File: src/rtl/bcf_pkg.sv
// Shared constants, types and helpers for the Bezier curve flattener.
`timescale 1ns / 1ps

package bcf_pkg;

  localparam int CoordBits  = 16;
  localparam int MaxSamples = 64;
  localparam int CountW     = 7;
  localparam int FracW      = 16;
  localparam int TW         = FracW + 1;
  localparam int DivW       = $clog2(2 * (MaxSamples - 1) + 1);
  localparam int DivCntW    = $clog2(TW + 1);
  localparam int StepW      = 4;

  localparam logic [TW-1:0] TOne = TW'(1) << FracW;

  typedef enum logic [2:0] {
    ST_IDLE,
    ST_DIV,
    ST_CALC,
    ST_DRAIN,
    ST_OUT
  } state_t;

  // One interpolation each; the order is also the cubic issue order.
  typedef enum logic [StepW-1:0] {
    OP_AX, OP_AY, OP_BX, OP_BY, OP_CX, OP_CY,
    OP_DX, OP_DY, OP_EX, OP_EY, OP_RX, OP_RY
  } op_t;

  localparam logic [StepW-1:0] QuadLastStep  = StepW'(5);
  localparam logic [StepW-1:0] CubicLastStep = StepW'(11);

  // A quadratic curve needs only the first two levels, so its fifth and sixth
  // issue slots produce the final point directly.
  function automatic op_t op_for_step(input logic [StepW-1:0] step, input logic cubic);
    op_t op;
    op = op_t'(step);
    if (!cubic && op == OP_CX) op = OP_RX;
    if (!cubic && op == OP_CY) op = OP_RY;
    return op;
  endfunction

endpackage

File: src/rtl/bezier_curve_flattener_unit.sv
// Top level of the Bezier curve flattener: sequencer, t stepper and shared lerp unit.
`timescale 1ns / 1ps

// Channel  Handshake            Beat contents
// -------  -------------------  -----------------------------------------------
// in       in_valid / in_ready  degree_sel, p0..p3 (x, y), sample_count
// out      out_valid/out_ready  out_x, out_y, last_point
//
// A curve with n >= 2 points first runs a restoring divider that
// splits 2^17 / (2*(n-1)) into a quotient and remainder for the t stepper.
// Each point then issues 6 (quadratic) or 12 (cubic) interpolations on the one
// shared multiplier, then passes through a drain state and the output state.
// in_ready is high only while no curve is being worked on. A stalled output
// simply holds the block in place. Reset returns the sequencer to idle.

module bezier_curve_flattener_unit #(
  parameter int COORD_BITS = bcf_pkg::CoordBits
) (
  input  logic                         clk,
  input  logic                         rst,
  input  logic                         in_valid,
  output logic                         in_ready,
  input  logic                         degree_sel,
  input  logic signed [COORD_BITS-1:0] p0_x,
  input  logic signed [COORD_BITS-1:0] p0_y,
  input  logic signed [COORD_BITS-1:0] p1_x,
  input  logic signed [COORD_BITS-1:0] p1_y,
  input  logic signed [COORD_BITS-1:0] p2_x,
  input  logic signed [COORD_BITS-1:0] p2_y,
  input  logic signed [COORD_BITS-1:0] p3_x,
  input  logic signed [COORD_BITS-1:0] p3_y,
  input  logic [bcf_pkg::CountW-1:0]   sample_count,
  output logic                         out_valid,
  input  logic                         out_ready,
  output logic signed [COORD_BITS-1:0] out_x,
  output logic signed [COORD_BITS-1:0] out_y,
  output logic                         last_point
);

  import bcf_pkg::*;

  localparam int CW = COORD_BITS;

  state_t state, state_next;

  // Latched curve.
  logic [CW-1:0]     px [4];
  logic [CW-1:0]     py [4];
  logic              held_degree;
  logic [CountW-1:0] total_points;
  logic [CountW-1:0] point_index;

  // Divider and t stepper. t_i = floor((i*2^17 + span) / divisor), divisor = 2*span.
  logic [DivW-1:0]    divisor;
  logic [DivCntW-1:0] div_cnt;
  logic [DivW-1:0]    div_rem;
  logic [TW-1:0]      t_quot;
  logic [TW-1:0]      t_cur;
  logic [DivW-1:0]    t_rem;

  // De Casteljau intermediates.
  logic [CW-1:0] ax, ay, bx, by, cx, cy, dx, dy, ex, ey;

  // Shared lerp unit.
  logic [StepW-1:0]       step;
  op_t                    op;
  logic [CW-1:0]          lerp_a, lerp_b;
  logic signed [CW:0]     diff;
  logic signed [TW:0]     t_signed;
  logic signed [CW+TW+1:0] prod_full;
  logic                   wb_valid;
  op_t                    wb_op;
  logic [CW-1:0]          wb_base;
  logic signed [CW+TW+1:0] wb_prod;
  logic [CW-1:0]          wb_res;

  logic [CountW-1:0] n_in;
  logic              in_fire, out_fire, is_last, issue, div_run;
  logic [StepW-1:0]  last_step;
  logic [DivW:0]     div_trial;
  logic              div_bit, div_ge;
  logic [DivW:0]     t_sum;
  logic              t_carry;

  // Counts above the limit are clipped to the limit.
  assign n_in = (sample_count > CountW'(MaxSamples)) ? CountW'(MaxSamples) : sample_count;

  assign in_fire   = in_valid && in_ready;
  assign out_fire  = out_valid && out_ready;
  assign is_last   = (point_index + CountW'(1)) == total_points;
  assign last_step = held_degree ? CubicLastStep : QuadLastStep;

  // Next state.
  always_comb begin
    state_next = state;
    case (state)
      ST_IDLE: begin
        if (in_valid && n_in != '0) begin
          state_next = (n_in == CountW'(1)) ? ST_CALC : ST_DIV;
        end
      end
      ST_DIV: begin
        if (div_cnt == '0) state_next = ST_CALC;
      end
      ST_CALC: begin
        if (step == last_step) state_next = ST_DRAIN;
      end
      ST_DRAIN: state_next = ST_OUT;
      ST_OUT: begin
        if (out_ready) state_next = is_last ? ST_IDLE : ST_CALC;
      end
      default: state_next = ST_IDLE;
    endcase
  end

  // Control outputs.
  always_comb begin
    in_ready  = 1'b0;
    out_valid = 1'b0;
    issue     = 1'b0;
    div_run   = 1'b0;
    case (state)
      ST_IDLE:  in_ready  = 1'b1;
      ST_DIV:   div_run   = 1'b1;
      ST_CALC:  issue     = 1'b1;
      ST_DRAIN: ;
      ST_OUT:   out_valid = 1'b1;
      default:  ;
    endcase
  end

  assign last_point = is_last;

  always_ff @(posedge clk) begin
    if (rst) begin
      state <= ST_IDLE;
    end else begin
      state <= state_next;
    end
  end

  // Restoring divider: one quotient bit per cycle, dividend is 2^17.
  assign div_bit   = (div_cnt == DivCntW'(TW));
  assign div_trial = {div_rem, div_bit};
  assign div_ge    = div_trial >= {1'b0, divisor};

  // Remainder step of the t stepper.
  assign t_sum   = {1'b0, t_rem} + {1'b0, div_rem};
  assign t_carry = t_sum >= {1'b0, divisor};

  always_ff @(posedge clk) begin
    if (in_fire) begin
      px[0] <= p0_x;  py[0] <= p0_y;
      px[1] <= p1_x;  py[1] <= p1_y;
      px[2] <= p2_x;  py[2] <= p2_y;
      px[3] <= p3_x;  py[3] <= p3_y;
      held_degree  <= degree_sel;
      total_points <= n_in;
      point_index  <= '0;
      divisor      <= DivW'({n_in - CountW'(1), 1'b0});
      t_rem        <= DivW'(n_in - CountW'(1));
      div_cnt      <= DivCntW'(TW);
      div_rem      <= '0;
      t_quot       <= '0;
      t_cur        <= '0;
      step         <= '0;
    end else if (div_run) begin
      div_cnt <= div_cnt - DivCntW'(1);
      div_rem <= div_ge ? DivW'(div_trial - {1'b0, divisor}) : div_trial[DivW-1:0];
      t_quot  <= {t_quot[TW-2:0], div_ge};
    end else if (issue) begin
      step <= step + StepW'(1);
    end else if (out_fire) begin
      step        <= '0;
      point_index <= point_index + CountW'(1);
      if (t_carry) begin
        t_rem <= DivW'(t_sum - {1'b0, divisor});
        t_cur <= t_cur + t_quot + TW'(1);
      end else begin
        t_rem <= t_sum[DivW-1:0];
        t_cur <= t_cur + t_quot;
      end
    end
  end

  // Operand selection for the shared lerp unit.
  always_comb begin
    op     = op_for_step(step, held_degree);
    lerp_a = '0;
    lerp_b = '0;
    case (op)
      OP_AX: begin lerp_a = px[0]; lerp_b = px[1]; end
      OP_AY: begin lerp_a = py[0]; lerp_b = py[1]; end
      OP_BX: begin lerp_a = px[1]; lerp_b = px[2]; end
      OP_BY: begin lerp_a = py[1]; lerp_b = py[2]; end
      OP_CX: begin lerp_a = px[2]; lerp_b = px[3]; end
      OP_CY: begin lerp_a = py[2]; lerp_b = py[3]; end
      OP_DX: begin lerp_a = ax;    lerp_b = bx;    end
      OP_DY: begin lerp_a = ay;    lerp_b = by;    end
      OP_EX: begin lerp_a = bx;    lerp_b = cx;    end
      OP_EY: begin lerp_a = by;    lerp_b = cy;    end
      OP_RX: begin
        lerp_a = held_degree ? dx : ax;
        lerp_b = held_degree ? ex : bx;
      end
      OP_RY: begin
        lerp_a = held_degree ? dy : ay;
        lerp_b = held_degree ? ey : by;
      end
      default: ;
    endcase
  end

  // The difference of two points fits one bit wider; the product is floored by
  // taking bits above the fraction, which is the arithmetic shift by 16.
  assign diff      = $signed({lerp_b[CW-1], lerp_b}) - $signed({lerp_a[CW-1], lerp_a});
  assign t_signed  = $signed({1'b0, t_cur});
  assign prod_full = diff * t_signed;
  assign wb_res    = wb_base + wb_prod[FracW +: CW];

  always_ff @(posedge clk) begin
    if (rst) begin
      wb_valid <= 1'b0;
    end else begin
      wb_valid <= issue;
    end
  end

  always_ff @(posedge clk) begin
    wb_op   <= op;
    wb_base <= lerp_a;
    wb_prod <= prod_full;
    if (wb_valid) begin
      case (wb_op)
        OP_AX:   ax    <= wb_res;
        OP_AY:   ay    <= wb_res;
        OP_BX:   bx    <= wb_res;
        OP_BY:   by    <= wb_res;
        OP_CX:   cx    <= wb_res;
        OP_CY:   cy    <= wb_res;
        OP_DX:   dx    <= wb_res;
        OP_DY:   dy    <= wb_res;
        OP_EX:   ex    <= wb_res;
        OP_EY:   ey    <= wb_res;
        OP_RX:   out_x <= wb_res;
        OP_RY:   out_y <= wb_res;
        default: ;
      endcase
    end
  end

`ifndef SYNTHESIS
  // The block never takes a curve while a point is waiting at the output.
  a_no_overlap: assert property (@(posedge clk) disable iff (rst)
    !(in_ready && out_valid))
    else $error("input accepted while a point is pending");

  // Handing over the final point frees the block for the next curve.
  a_last_frees: assert property (@(posedge clk) disable iff (rst)
    (out_valid && out_ready && last_point) |=> in_ready)
    else $error("block not idle after the final point");

  // The stepped parameter never runs past one.
  a_t_bound: assert property (@(posedge clk) disable iff (rst)
    out_valid |-> (t_cur <= TOne))
    else $error("t above one");

  // The final point of a curve with two or more points sits exactly at t = 1.
  a_t_end: assert property (@(posedge clk) disable iff (rst)
    (out_valid && last_point && total_points != CountW'(1)) |-> (t_cur == TOne))
    else $error("final point not at t = 1");
`endif

endmodule
File: config.mk
export PLATFORM = sky130hd
export DESIGN_NAME = bezier_curve_flattener_unit
export DESIGN_NICKNAME = d
export VERILOG_FILES = /design/src/rtl/bcf_pkg.sv /design/src/rtl/bezier_curve_flattener_unit.sv
export SDC_FILE = /design/constraint.sdc
export NUM_CORES = 1
export LEC_CHECK = 0
export ABC_CLOCK_PERIOD_IN_PS = 11250
export BUFFER_PORTS_ARGS = -buffer_cell sky130_fd_sc_hd__buf_2
export CAP_MARGIN = 25
export CORE_ASPECT_RATIO = 0.5
export CORE_MARGIN = 8
export CORE_UTILIZATION = 62
export DETAILED_ROUTE_END_ITERATION = 8
export PLACE_DENSITY = 0.81
export SYNTH_ARGS = -nofsm -noshare
export SYNTH_HDL_FRONTEND = slang
export SYNTH_SLANG_ARGS = --single-unit
export TNS_END_PERCENT = 20
File: constraint.sdc
create_clock -name clk -period 11.25 [get_ports clk]
set_input_delay 1.125 -clock clk [delete_from_list [all_inputs] [get_ports clk]]
set_output_delay 1.125 -clock clk [all_outputs]
set_load 0.1 [all_outputs]
* Word level (Yosys, flattened, before mapping)
Memory sizes are Yosys's and may differ from the RTL's. Cells that the tools add are included.
Operators by class: $add $sub $neg 11, $mul 1, divide/modulo/power cells 0, order comparisons 3, eq/ne operators 38, shifts and indexed selects 0, muxes and demuxes 32, bitwise gates (word level) 2, reductions and logical operators 29
Operators by type and width (number):
- case mux 16 bit (12 select lines) | 2
- two-way mux 16 bit | 4
- two-way mux 7 bit | 7
- equality test 4 x 3 -> 1 bit (second input constant) | 10
- equality test 4 bit (second input constant) | 8
- multiplier 17 x 18 -> 32 bit | 1
- AND reduction 2 bit | 13
- two-way mux 4 bit | 5
- adder 17 x 1 -> 17 bit (second input constant) | 1
- adder 17 bit | 1
- two-way mux 17 bit | 1
- subtractor 16 x 16 -> 17 bit | 1
- adder 16 bit | 1
- equality test 4 x 2 -> 1 bit (second input constant) | 4
- >= comparator 8 x 7 -> 1 bit | 2
- case mux 3 bit (5 select lines) | 1
- subtractor 7 bit | 2
- two-way mux 3 bit | 4
- inequality test 2 bit (second input constant) | 6
- adder 7 x 7 -> 8 bit | 1
- equality test 4 x 1 -> 1 bit (second input constant) | 2
- logical NOT 4 bit | 2
- adder 7 x 1 -> 7 bit (second input constant) | 1
- equality test 7 x 1 -> 1 bit (second input constant) | 1
- 21 further kinds | 35
Word-level totals: bits in registers 326, latch bits 0, memory bits (writable) 128, memory bits (read-only) 0, input port bits 140, output and inout port bits 35, word-level logic and storage cells 145, memories 2
Memories:
- px | depth 4, width 16, rd ports 4, clocked after memory_dff 0, wr ports 4, RTL line bezier_curve_flattener_unit.sv:47 | logic [CW-1:0] px [4];
- py | depth 4, width 16, rd ports 4, clocked after memory_dff 0, wr ports 4, RTL line bezier_curve_flattener_unit.sv:48 | logic [CW-1:0] py [4];

* Logic depth before layout (Yosys ltp)
Gate-level depths: netlist of the first run.
word-level depth 10, mapped depth 46, mapped depth without buffers 44

* Least setup slack after synthesis of the first run
OpenSTA, ideal clock, no wires.
kind register -> register, start point register step[1], end point register wb_prod[30], setup time 0.127 ns, arrival time 9.623 ns, required time 11.123 ns, slack 1.501 ns, cell stages (with the launch flop) 41, path buffers 4, period minus slack after synthesis 9.749 ns, cell sequence dfxtp_1 > clkbuf_1 > inv_1 > or3_1 > o32ai_1 > clkbuf_1 > clkbuf_1 > a221oi_1 > nand3_1 > ha_1 > inv_1 > fa_1 > a211oi_1 > o21ai_0 > nor3b_1 > or3_1 > xor2_1 > clkbuf_1 > (+5 left out) > fa_1 > inv_1 > fa_1 > fa_1 > inv_1 > fa_1 > inv_1 > ha_1 > o21a_1 > o21ai_0 > nand2b_1 > and3_1 > a221oi_1 > o21ai_1 > nand3_1 > and2_1 > o21ai_0 > xor2_1
Between the ends: cells in the longest elaborated chain, start to end 10, elaborated cells between the ends (all ways) 22, classes of those cells 1 x add/sub; 1 x mul; 13 x eq/ne; 4 x mux; 3 x reduce/logical
RTL lines:
- start, declared | RTL line bezier_curve_flattener_unit.sv:65 | logic [StepW-1:0] step;
- start signal, assigned | RTL line bezier_curve_flattener_unit.sv:172 | step <= step + StepW'(1);
- equality test 4 x 3 -> 1 bit | RTL line bcf_pkg.sv:39 | if (!cubic && op == OP_CX) op = OP_RX;
- logical AND 1 bit | RTL line bcf_pkg.sv:39
- two-way mux 4 bit * | RTL line bcf_pkg.sv:39
- equality test 4 x 3 -> 1 bit | RTL line bcf_pkg.sv:40 | if (!cubic && op == OP_CY) op = OP_RY;
- logical AND 1 bit | RTL line bcf_pkg.sv:40
- two-way mux 4 bit * | RTL line bcf_pkg.sv:40
- equality test 4 bit, or another cell as far along | RTL line bezier_curve_flattener_unit.sv:191 | case (op)
- case mux 16 bit (12 select lines) * | RTL line bezier_curve_flattener_unit.sv:191
- via lerp_a[0] | RTL line bezier_curve_flattener_unit.sv:67 | logic [CW-1:0] lerp_a, lerp_b;
- subtractor 16 x 16 -> 17 bit * | RTL line bezier_curve_flattener_unit.sv:216 | assign diff = $signed({lerp_b[CW-1], lerp_b}) - $signed({lerp_a[CW-1], lerp_a});
- multiplier 17 x 18 -> 32 bit * | RTL line bezier_curve_flattener_unit.sv:218 | assign prod_full = diff * t_signed;
- via prod_full[30] | RTL line bezier_curve_flattener_unit.sv:70 | logic signed [CW+TW+1:0] prod_full;
- end signal, assigned | RTL line bezier_curve_flattener_unit.sv:232 | wb_prod <= prod_full;
- end, declared | RTL line bezier_curve_flattener_unit.sv:74 | logic signed [CW+TW+1:0] wb_prod;
Mark *: on every way through the listed nets, which the timed path passes. The rest lies on a longest branch. A chain may end at the register's enable or synchronous reset.

* Worst setup path in the final report of the first run
start point register step[0], end point register wb_prod[30]
Between the ends: cells in the longest elaborated chain, start to end 10, elaborated cells between the ends (all ways) 22, classes of those cells 1 x add/sub; 1 x mul; 13 x eq/ne; 4 x mux; 3 x reduce/logical
RTL lines:
- equality test 4 x 3 -> 1 bit | RTL line bcf_pkg.sv:39
- logical AND 1 bit | RTL line bcf_pkg.sv:39
- two-way mux 4 bit * | RTL line bcf_pkg.sv:39
- equality test 4 x 3 -> 1 bit | RTL line bcf_pkg.sv:40
- logical AND 1 bit | RTL line bcf_pkg.sv:40
- two-way mux 4 bit * | RTL line bcf_pkg.sv:40
- via op[3] | RTL line bezier_curve_flattener_unit.sv:66 | op_t op;
- equality test 4 bit, or another cell as far along | RTL line bezier_curve_flattener_unit.sv:191
- case mux 16 bit (12 select lines) | RTL line bezier_curve_flattener_unit.sv:191
- subtractor 16 x 16 -> 17 bit * | RTL line bezier_curve_flattener_unit.sv:216
- multiplier 17 x 18 -> 32 bit * | RTL line bezier_curve_flattener_unit.sv:218
- via prod_full[30] | RTL line bezier_curve_flattener_unit.sv:70
Marks and branches as above.

==> reports/summary.txt, run 1 <==
dpl ws: 0.543 ns
Yosys cell types: 84
vias per std cell: 5.99
cts bufs inserted: 40
hold path start: t_quot[8]$_SDFFE_PP0P_
worst-case clock buffer depth: 3
sequential fraction of the synthesis area: 0.423
drt initial violations: 2283
drt wl/cell: 20.7 um
worst min path class: reg -> reg
die area: 0.0540 mm^2
CTS root buffer: clkbuf_16
nets: 3378
Max Transition Viols Final: 0
Cell Area, Synth: 0.0288 mm^2
fin crit period: 10.68 ns
VDD IR max: 0.000244 V
critical path fanouts, max: 18
leakage: 13.7 nW
worst reg2reg startpoint: step[0]$_SDFFE_PP0P_
Initial Util: 0.632
die height: 168 um
Sink Count: 438
Yosys top cell area share: 0.356
fmax: 93.7 MHz
WP data arrival: 11.13 ns
sw frac: 0.462
Hold EP: t_quot[9]$_SDFFE_PP0P_
Worst Reg-to-Reg Cells: 41
Die X: 321 um
status: completed
DP HPWL: 52.3 mm
MaxCap Viol Count: 0
setup bufs post-CTS: 0
Rows: 55
CTS H-tree lvls: 2
Worst Path Buf+Inv: 6
Clock transition at path regs: 0.07 ns
number of setup violations in the final report: 0
Flop pwr share: 0.286
Clock Latency Late Sink: 0.58 ns
RD Place Congestion: 0.956
crit path kind: reg -> reg
post-synth top area cell: edfxtp_1
DRC viols: 0
Largest delay share family, worst path: adder cells
post-synthesis register bit count: 438
vias in the first global route: 21700
Crit-path slowest cell: a2111oi_1
Worst R2R End: wb_prod[30]$_DFF_P_
antenna-violating nets left: 0
CP Capture Type: flop
leading register cell type out of synthesis: edfxtp_1
most area-consuming cells after synthesis: edfxtp_1 (36%), fa_1 (16%), ha_1 (7.9%), dfxtp_1 (6.7%), inv_1 (4.4%)
Post-synth EDFFs: 341
R2R Setup Slk: 0.57 ns
fin worst setup slack: 0.574 ns
io pins: 175
Hold Path Depth: 2
initial antenna violation count: 0
area grow syn2layout: 11.4%
Clk pwr share: 0.151
Tightest Pin Transition: 1.09 ns
Avg Cell Area, Syn: 10.9 um^2
CP dominant cell by count: fa_1
GRT Residual Overflow: 0
final hold violations: 0
Req. time, crit path: 11.70 ns
PortBufs: 174
final setup skew: 0.0268 ns
largest net degree at the start of global routing: 70
CTS tree: yes
core area: 0.0456 mm^2
Synth Warn #: 0
vias: 20900
Pint: 4.95 mW
Post-Synthesis Net Count: 3187
Psw: 4.25 mW
Setup TNS: 0 ns
layout cells sized above 1: 0.128
slowest stage delay, CP: 0.60 ns
Total GRT Usage: 0.266
drt pass-1 iters: 6
Rel. slew slack: 0.267
Total Routed Length: 72.1 mm
pwr/cell area: 287 mW/mm^2
first-pass GRT wire length: 115 mm
ant diodes: 0
Comb power frac: 0.563
crit path launch type: flop
top cells by count, synth: edfxtp_1 (341), inv_1 (341), nand2_1 (284), fa_1 (229), ha_1 (182)
Synth Instances: 2636
crit share post-route: 0.949
fraction of registers with async set/reset: 0
## layer usage
layer | GRT usage | wire, um
met3 | 0.0728 | 7740
met4 | 0.102 | 2810
met2 | 0.435 | 33700
met1 | 0.338 | 27800
met5 | 0 | 0
## placed cells by master, fill, tap and decap left out, drive strengths merged, types with 9 or more instances in the layout
cell type and instances:
dfxtp 97, nor3 34, clkbuf 50, fa 229, nand4 19, a211oi 14, or2 16, xor2 36
a221oi 35, o21ai 63, a22oi 67, and2 134, ha 182, a21oi 101, mux2i 61, a221o 11
edfxtp 341, nor2 152, a21o 16, and4 15, nand3b 9, nand3 31, inv 342, nand2b 13
and3 24, clkinv 13, xnor2 69, buf 250, nand2 285, nor2b 35
## sequential cells by signal (all words and copies together) (netlist names), 17 cells and up
| name | cells |
|---|---|
| px | 64 |
| py | 64 |
| t_cur | 17 |
| t_quot | 17 |
## how the worst max path moves through the flow
stage	from	endpoint	slack (ns)	cells after the start
final	step[0]$_SDFFE_PP0P_	wb_prod[30]$_DFF_P_	0.57	41
after global routing	step[0]$_SDFFE_PP0P_	wb_prod[30]$_DFF_P_	-0.08	43
after floorplan	step[1]$_SDFFE_PP0P_	wb_prod[30]$_DFF_P_	1.50	40
after detailed placement	step[1]$_SDFFE_PP0P_	wb_prod[30]$_DFF_P_	0.54	41
after CTS	step[1]$_SDFFE_PP0P_	wb_prod[30]$_DFF_P_	0.48	41
after global placement	step[0]$_SDFFE_PP0P_	wb_prod[30]$_DFF_P_	0.92	41
## worst register-to-register path, delay by kind of cell (launching register included)
family,cells,cell delay (ns)
AOI/OAI and AO/OA,10,2.70
buffers and inverters,6,0.98
and+or+nand+nor,15,2.65
xor gates and xnor gates,1,0.16
adders and majority gates,9,3.71
DFF,1,0.35
## logic make-up (layout without fill, tap and decap cells)
kind of cell	count (synthesis)	count (layout)	share of synthesized area
mux	63	63	0.0220
flops	438	438	0.423
buf+inv	442	665	0.0581
compound gates	379	379	0.0896
fa+ha+maj	411	411	0.238
simple gates	798	798	0.137
xor+xnor	105	105	0.0319
## power groups by stage
| stage | Clock [mW] | Sequential (mW) | Combinational (mW) |
|---|---|---|---|
| floorplan | 0 | 2.62 | 3.23 |
| global placement | 0 | 2.67 | 4.79 |
| CTS | 1.40 | 2.63 | 5.03 |
| global route | 1.46 | 2.65 | 5.66 |
| finish | 1.39 | 2.64 | 5.18 |
| detailed placement | 0 | 2.66 | 4.97 |
## timing repair
action	CTS	global route
hold buffers	0	0
gates resized for setup	0	5
setup endpoints to repair	0	5
## metrics by stage
stage / hold WS [ns] / util / cell area, um^2 / cells / total power, mW
final: 0.472 / 0.704 / 32100 / 3486 / 9.20
after CTS: 0.472 / 0.703 / 32000 / 3481 / 9.07
after detailed placement: 0.468 / 0.674 / 30700 / 3407 / 7.64
after floorplan: 0.449 / - / 28800 / 2636 / 5.86
after global placement: 0.455 / 0.672 / 30600 / 3400 / 7.45
after global routing: 0.495 / 0.704 / 32100 / 3486 / 9.77
## layout make-up
cell class,count,area [um^2]
Multi-Input combinational cell,1756,15000
Fill cell,3126,13500
Sequential cell,438,12200
Timing Repair Buffer,250,1470
Inverter,341,1280
Clock buffer,50,1060
Tap cell,627,785
Clock inverter,24,264
Note: power is estimated with default switching activity, not from simulation.
==> run 2, diff against run 1 <==
--- a/config.mk
+++ b/config.mk
@@ -10,9 +10,8 @@
 export CAP_MARGIN = 25
 export CORE_ASPECT_RATIO = 0.5
 export CORE_MARGIN = 8
-export CORE_UTILIZATION = 62
+export CORE_UTILIZATION = 40
 export DETAILED_ROUTE_END_ITERATION = 8
-export PLACE_DENSITY = 0.81
 export SYNTH_ARGS = -nofsm -noshare
 export SYNTH_HDL_FRONTEND = slang
 export SYNTH_SLANG_ARGS = --single-unit
==> run 2 against run 1 <==
  * Fmax is 0.52% higher
  * Via count decreased by 3.3%
  * Worst hold slack better by 0.0041 ns
  * Largest cell class unchanged
  * Critical endpoint unchanged
  * Worst setup slack gained 0.055 ns
  * Critical path depth shrank 4
  * Utilization is 25 points lower
  * Global-route usage down 8.2 points
  * Clock power increased by 7%
==> reports/summary.txt, run 2 (same netlist as run 1, synthesis figures left out) <==
antenna-violating nets left: 0
die height: 206 um
Total GRT Usage: 0.184
worst-case clock buffer depth: 3
crit share post-route: 0.944
initial antenna violation count: 0
largest net degree at the start of global routing: 74
FILL cells: 6639
vias in the first global route: 20900
Clock Latency Late Sink: 0.57 ns
GRT Residual Overflow: 0
vias: 20200
setup bufs post-CTS: 0
status: completed
slowest stage delay, CP: 0.66 ns
WP data arrival: 11.07 ns
drt wl/cell: 19.9 um
hold_buf cts: 0
core area: 0.0711 mm^2
PortBufs: 174
CTS root buffer: clkbuf_16
CP Capture Type: flop
Total Routed Length: 76.1 mm
commonest non-fill, non-tap cells in the layout: edfxtp_1 (341), inv_1 (340), nand2_1 (284)
Rel. slew slack: 0.316
worst min path class: reg -> reg
DP HPWL: 56.8 mm
Max Transition Viols Final: 0
critical path fanouts, max: 14
Tightest Pin Transition: 1.02 ns
nets: 3384
drt pass-1 iters: 5
Req. time, crit path: 11.70 ns
area grow syn2layout: 13.4%
VDD IR max: 0.000166 V
fin crit period: 10.62 ns
crit path kind: reg -> reg
Setup TNS: 0 ns
final hold violations: 0
Rows: 69
MaxCap Viol Count: 0
vias per std cell: 5.28
Die X: 396 um
DRC viols: 0
pwr/cell area: 287 mW/mm^2
top flop regs: px: 64 flops, py: 64 flops
Initial Util: 0.405
crit path launch type: flop
leakage: 13.8 nW
RSZ-0062 raised after global routing: no
CTS tree: yes
final setup skew: 0.0142 ns
commonest non-fill, non-tap cell in the layout: edfxtp_1
number of setup violations in the final report: 0
CTS H-tree lvls: 2
fmax: 94.2 MHz
RD Place Congestion: 0.859
first-pass GRT wire length: 119 mm
die area: 0.0814 mm^2
drt initial violations: 1683
cts bufs inserted: 43
CP dominant cell by count: fa_1
Crit-path slowest cell: xnor2_1
layout cells sized above 1: 0.130
Sink Count: 438
Clock transition at path regs: 0.07 ns
Hold WS: 0.476 ns
io pins: 175
## run 2: report_power, final
part,switching [mW],internal [mW]
sequential,0.172,2.47
combinational,3.48,1.76
clock,0.630,0.865
## run 2: layout make-up
cell class / count / area (um^2) / share of cell area
inverters: 341 / 1280 / 0.0393
diodes: 1 / 2.50 / 0.0000766
clock inverters: 23 / 290 / 0.00888
flip-flops and latches: 438 / 12200 / 0.373
well taps: 958 / 1200 / 0.0367
clock buffers: 56 / 1150 / 0.0352
repair buffers: 253 / 1500 / 0.0459
multi-input cells: 1756 / 15100 / 0.461
## run 2: routing by layer
layer / part of all wire / vias to the layer above / GRT usage
met2: 0.48 / 658 / 0.313
met5: 0 / - / 0
met3: 0.070 / 133 / 0.0330
met4: 0.028 / 0 / 0.0547
met1: 0.42 / 10000 / 0.241
li1: - / 9393 / -
## run 2: path summary, 6_finish.rpt
check | from | endpoint | slack, ns | cells after the start
worst min-delay path | t_quot[8]$_SDFFE_PP0P_ | t_quot[9]$_SDFFE_PP0P_ | 0.48 | 2
worst max-delay path | step[1]$_SDFFE_PP0P_ | wb_prod[30]$_DFF_P_ | 0.63 | 37
worst min register to register | t_quot[8]$_SDFFE_PP0P_ | t_quot[9]$_SDFFE_PP0P_ | 0.48 | 2
worst max register to register | step[1]$_SDFFE_PP0P_ | wb_prod[30]$_DFF_P_ | 0.63 | 37
## run 2: what timing repair did
| item | in CTS | in global routing |
|---|---|---|
| endpoints found under the hold margin | 0 | 0 |
| resized for setup | 0 | 8 |
| setup endpoints to repair | 0 | 7 |
## run 2: worst max-delay path: cells and delay by family, from the launching register on
kind | cells | cell delay [ns]
xor+xnor | 2 | 0.82
fa+ha+maj | 8 | 3.56
simple gates | 11 | 2.19
compound gates | 10 | 2.54
flops | 1 | 0.51
buf+inv | 6 | 0.87
## run 2: metrics by stage
step           instances  utilization  setup WS [ns]  power, mW  instance area (um^2)
2_1_floorplan       2636            -           1.50       5.86                 28800
3_3_place_gp        3737        0.437          0.684       7.68                 31100
3_5_place_dp        3744        0.438          0.447       7.80                 31200
4_1_cts             3823        0.458          0.416       9.36                 32600
5_1_grt             3825        0.459        0.00215       10.0                 32700
6_report            3826        0.459          0.629       9.37                 32700
==> run 3, diff against run 2 <==
--- a/config.mk
+++ b/config.mk
@@ -5,10 +5,9 @@
 export SDC_FILE = /design/constraint.sdc
 export NUM_CORES = 1
 export LEC_CHECK = 0
-export ABC_CLOCK_PERIOD_IN_PS = 11250
 export BUFFER_PORTS_ARGS = -buffer_cell sky130_fd_sc_hd__buf_2
-export CAP_MARGIN = 25
-export CORE_ASPECT_RATIO = 0.5
+export CAP_MARGIN = 20
+export CORE_ASPECT_RATIO = 0.9
 export CORE_MARGIN = 8
 export CORE_UTILIZATION = 40
 export DETAILED_ROUTE_END_ITERATION = 8
==> run 3 against run 2 <==
  * The run now ends with design-rule violations left
  * Die area is 0.63% lower
  * Clock skew is 0.039 ns higher
  * Clock power is 13% higher
  * Worst setup slack worse by 0.020 ns
==> reports/summary.txt, run 3 (same netlist as run 1, synthesis figures left out) <==
Rel. slew slack: 0.145
GRT Residual Overflow: 0
CTS H-tree lvls: 2
Core Util, Final: 0.460
drt initial violations: 1900
Tightest Pin Transition: 1.28 ns
first-pass GRT wire length: 121 mm
RSZ-0062 raised after global routing: no
layout cells sized above 1: 0.134
DP HPWL: 58.6 mm
pwr/cell area: 291 mW/mm^2
Sink Count: 438
die height: 271 um
Total Routed Length: 79.1 mm
Initial Util: 0.403
commonest non-fill, non-tap cells in the layout: edfxtp_1 (341), inv_1 (340), nand2_1 (284)
worst-case clock buffer depth: 3
Multi-input gate area: 0.0150 mm^2
FF+latch area: 0.0122 mm^2
fmax: 94.0 MHz
critical path fanouts, max: 32
area grow syn2layout: 14.1%
fin worst setup slack: 0.609 ns
fin cells: 3825
VDD IR max: 0.000359 V
top flop regs: px: 64 flops, py: 64 flops
CP Capture Type: flop
total power: 9.56 mW
dpl ws: 0.735 ns
WP data arrival: 11.11 ns
number of setup violations in the final report: 0
vias in the first global route: 20900
Req. time, crit path: 11.72 ns
crit path kind: reg -> reg
CTS tree: yes
drt pass-1 iters: 8
RD Place Congestion: 0.907
commonest non-fill, non-tap cell in the layout: edfxtp_1
vias: 20600
Clock Latency Late Sink: 0.61 ns
worst min path class: reg -> reg
hold_buf cts: 0
CP dominant cell by count: fa_1
Max Transition Viols Final: 0
antenna-violating nets left: 0
initial antenna violation count: 6
Total GRT Usage: 0.189
drt wl/cell: 20.7 um
final hold violations: 0
CTS root buffer: clkbuf_16
cts bufs inserted: 48
status: finished with violations
leakage: 13.9 nW
fin crit period: 10.64 ns
io pins: 175
die area: 0.0809 mm^2
Die X: 299 um
core area: 0.0714 mm^2
failing checks: design-rule violations
crit share post-route: 0.946
DP Cell Count: 3731
Clock transition at path regs: 0.06 ns
FILL cells: 6617
crit path launch type: flop
nets: 3386
largest net degree at the start of global routing: 105
Crit-path slowest cell: dfxtp_1
MaxCap Viol Count: 0
Rows: 93
slowest stage delay, CP: 0.58 ns
Setup TNS: 0 ns
final setup skew: 0.0530 ns
PortBufs: 174
vias per std cell: 5.39
DRC viols: 1
==> run 3: metrics by stage <==
step	hold WS (ns)	area [um^2]
after floorplan	0.449	28800
after global placement	0.460	31100
after detailed placement	0.474	31100
after CTS	0.484	32800
after global routing	0.498	32900
final	0.481	32900
==> run 3: per-layer routing <==
layer	share of wire	track usage
met4	0.030	0.0543
met5	0.00034	0
met2	0.46	0.304
met1	0.43	0.259
met3	0.075	0.0335
==> run 3: worst max-delay path, delay by kind of cell, from the launching register on <==
| kind | cells | cell delay (ns) |
|---|---|---|
| buffers and inverters | 7 | 0.92 |
| XOR/XNOR | 2 | 0.37 |
| flip-flops | 1 | 0.58 |
| AO/OA/AOI/OAI | 12 | 2.69 |
| adder cells (fa/ha/maj) | 9 | 3.69 |
| AND/OR/NAND/NOR | 13 | 2.24 |
==> run 3: final cells by class <==
| class | count | area share |
|---|---|---|
| flip-flops and latches | 438 | 0.371 |
| multi-input cells | 1756 | 0.458 |
| inverters | 341 | 0.0391 |
| well taps | 950 | 0.0362 |
| repair buffers | 250 | 0.0450 |
| diodes | 1 | 0.0000761 |
| clock inverters | 34 | 0.0134 |
| clock buffers | 55 | 0.0379 |
==> run 3: final timing paths <==
check             slack, ns  cells after the start                      to                   start
setup reg to reg       0.61                     43     wb_prod[30]$_DFF_P_    step[1]$_SDFFE_PP0P_
hold reg to reg        0.48                      2  t_quot[6]$_SDFFE_PP0P_  t_quot[5]$_SDFFE_PP0P_
hold / removal         0.48                      2  t_quot[6]$_SDFFE_PP0P_  t_quot[5]$_SDFFE_PP0P_
setup / recovery       0.61                     43     wb_prod[30]$_DFF_P_    step[1]$_SDFFE_PP0P_
==> run 3: power by group <==
group	internal, mW	switching (mW)
Sequential	2.48	0.171
Combinational	1.71	3.52
Clock	0.976	0.701
==> run 3: repair_timing <==
item	CTS	global route
gates resized for setup	0	3
setup buffers	0	2
endpoints found under the setup margin	0	4
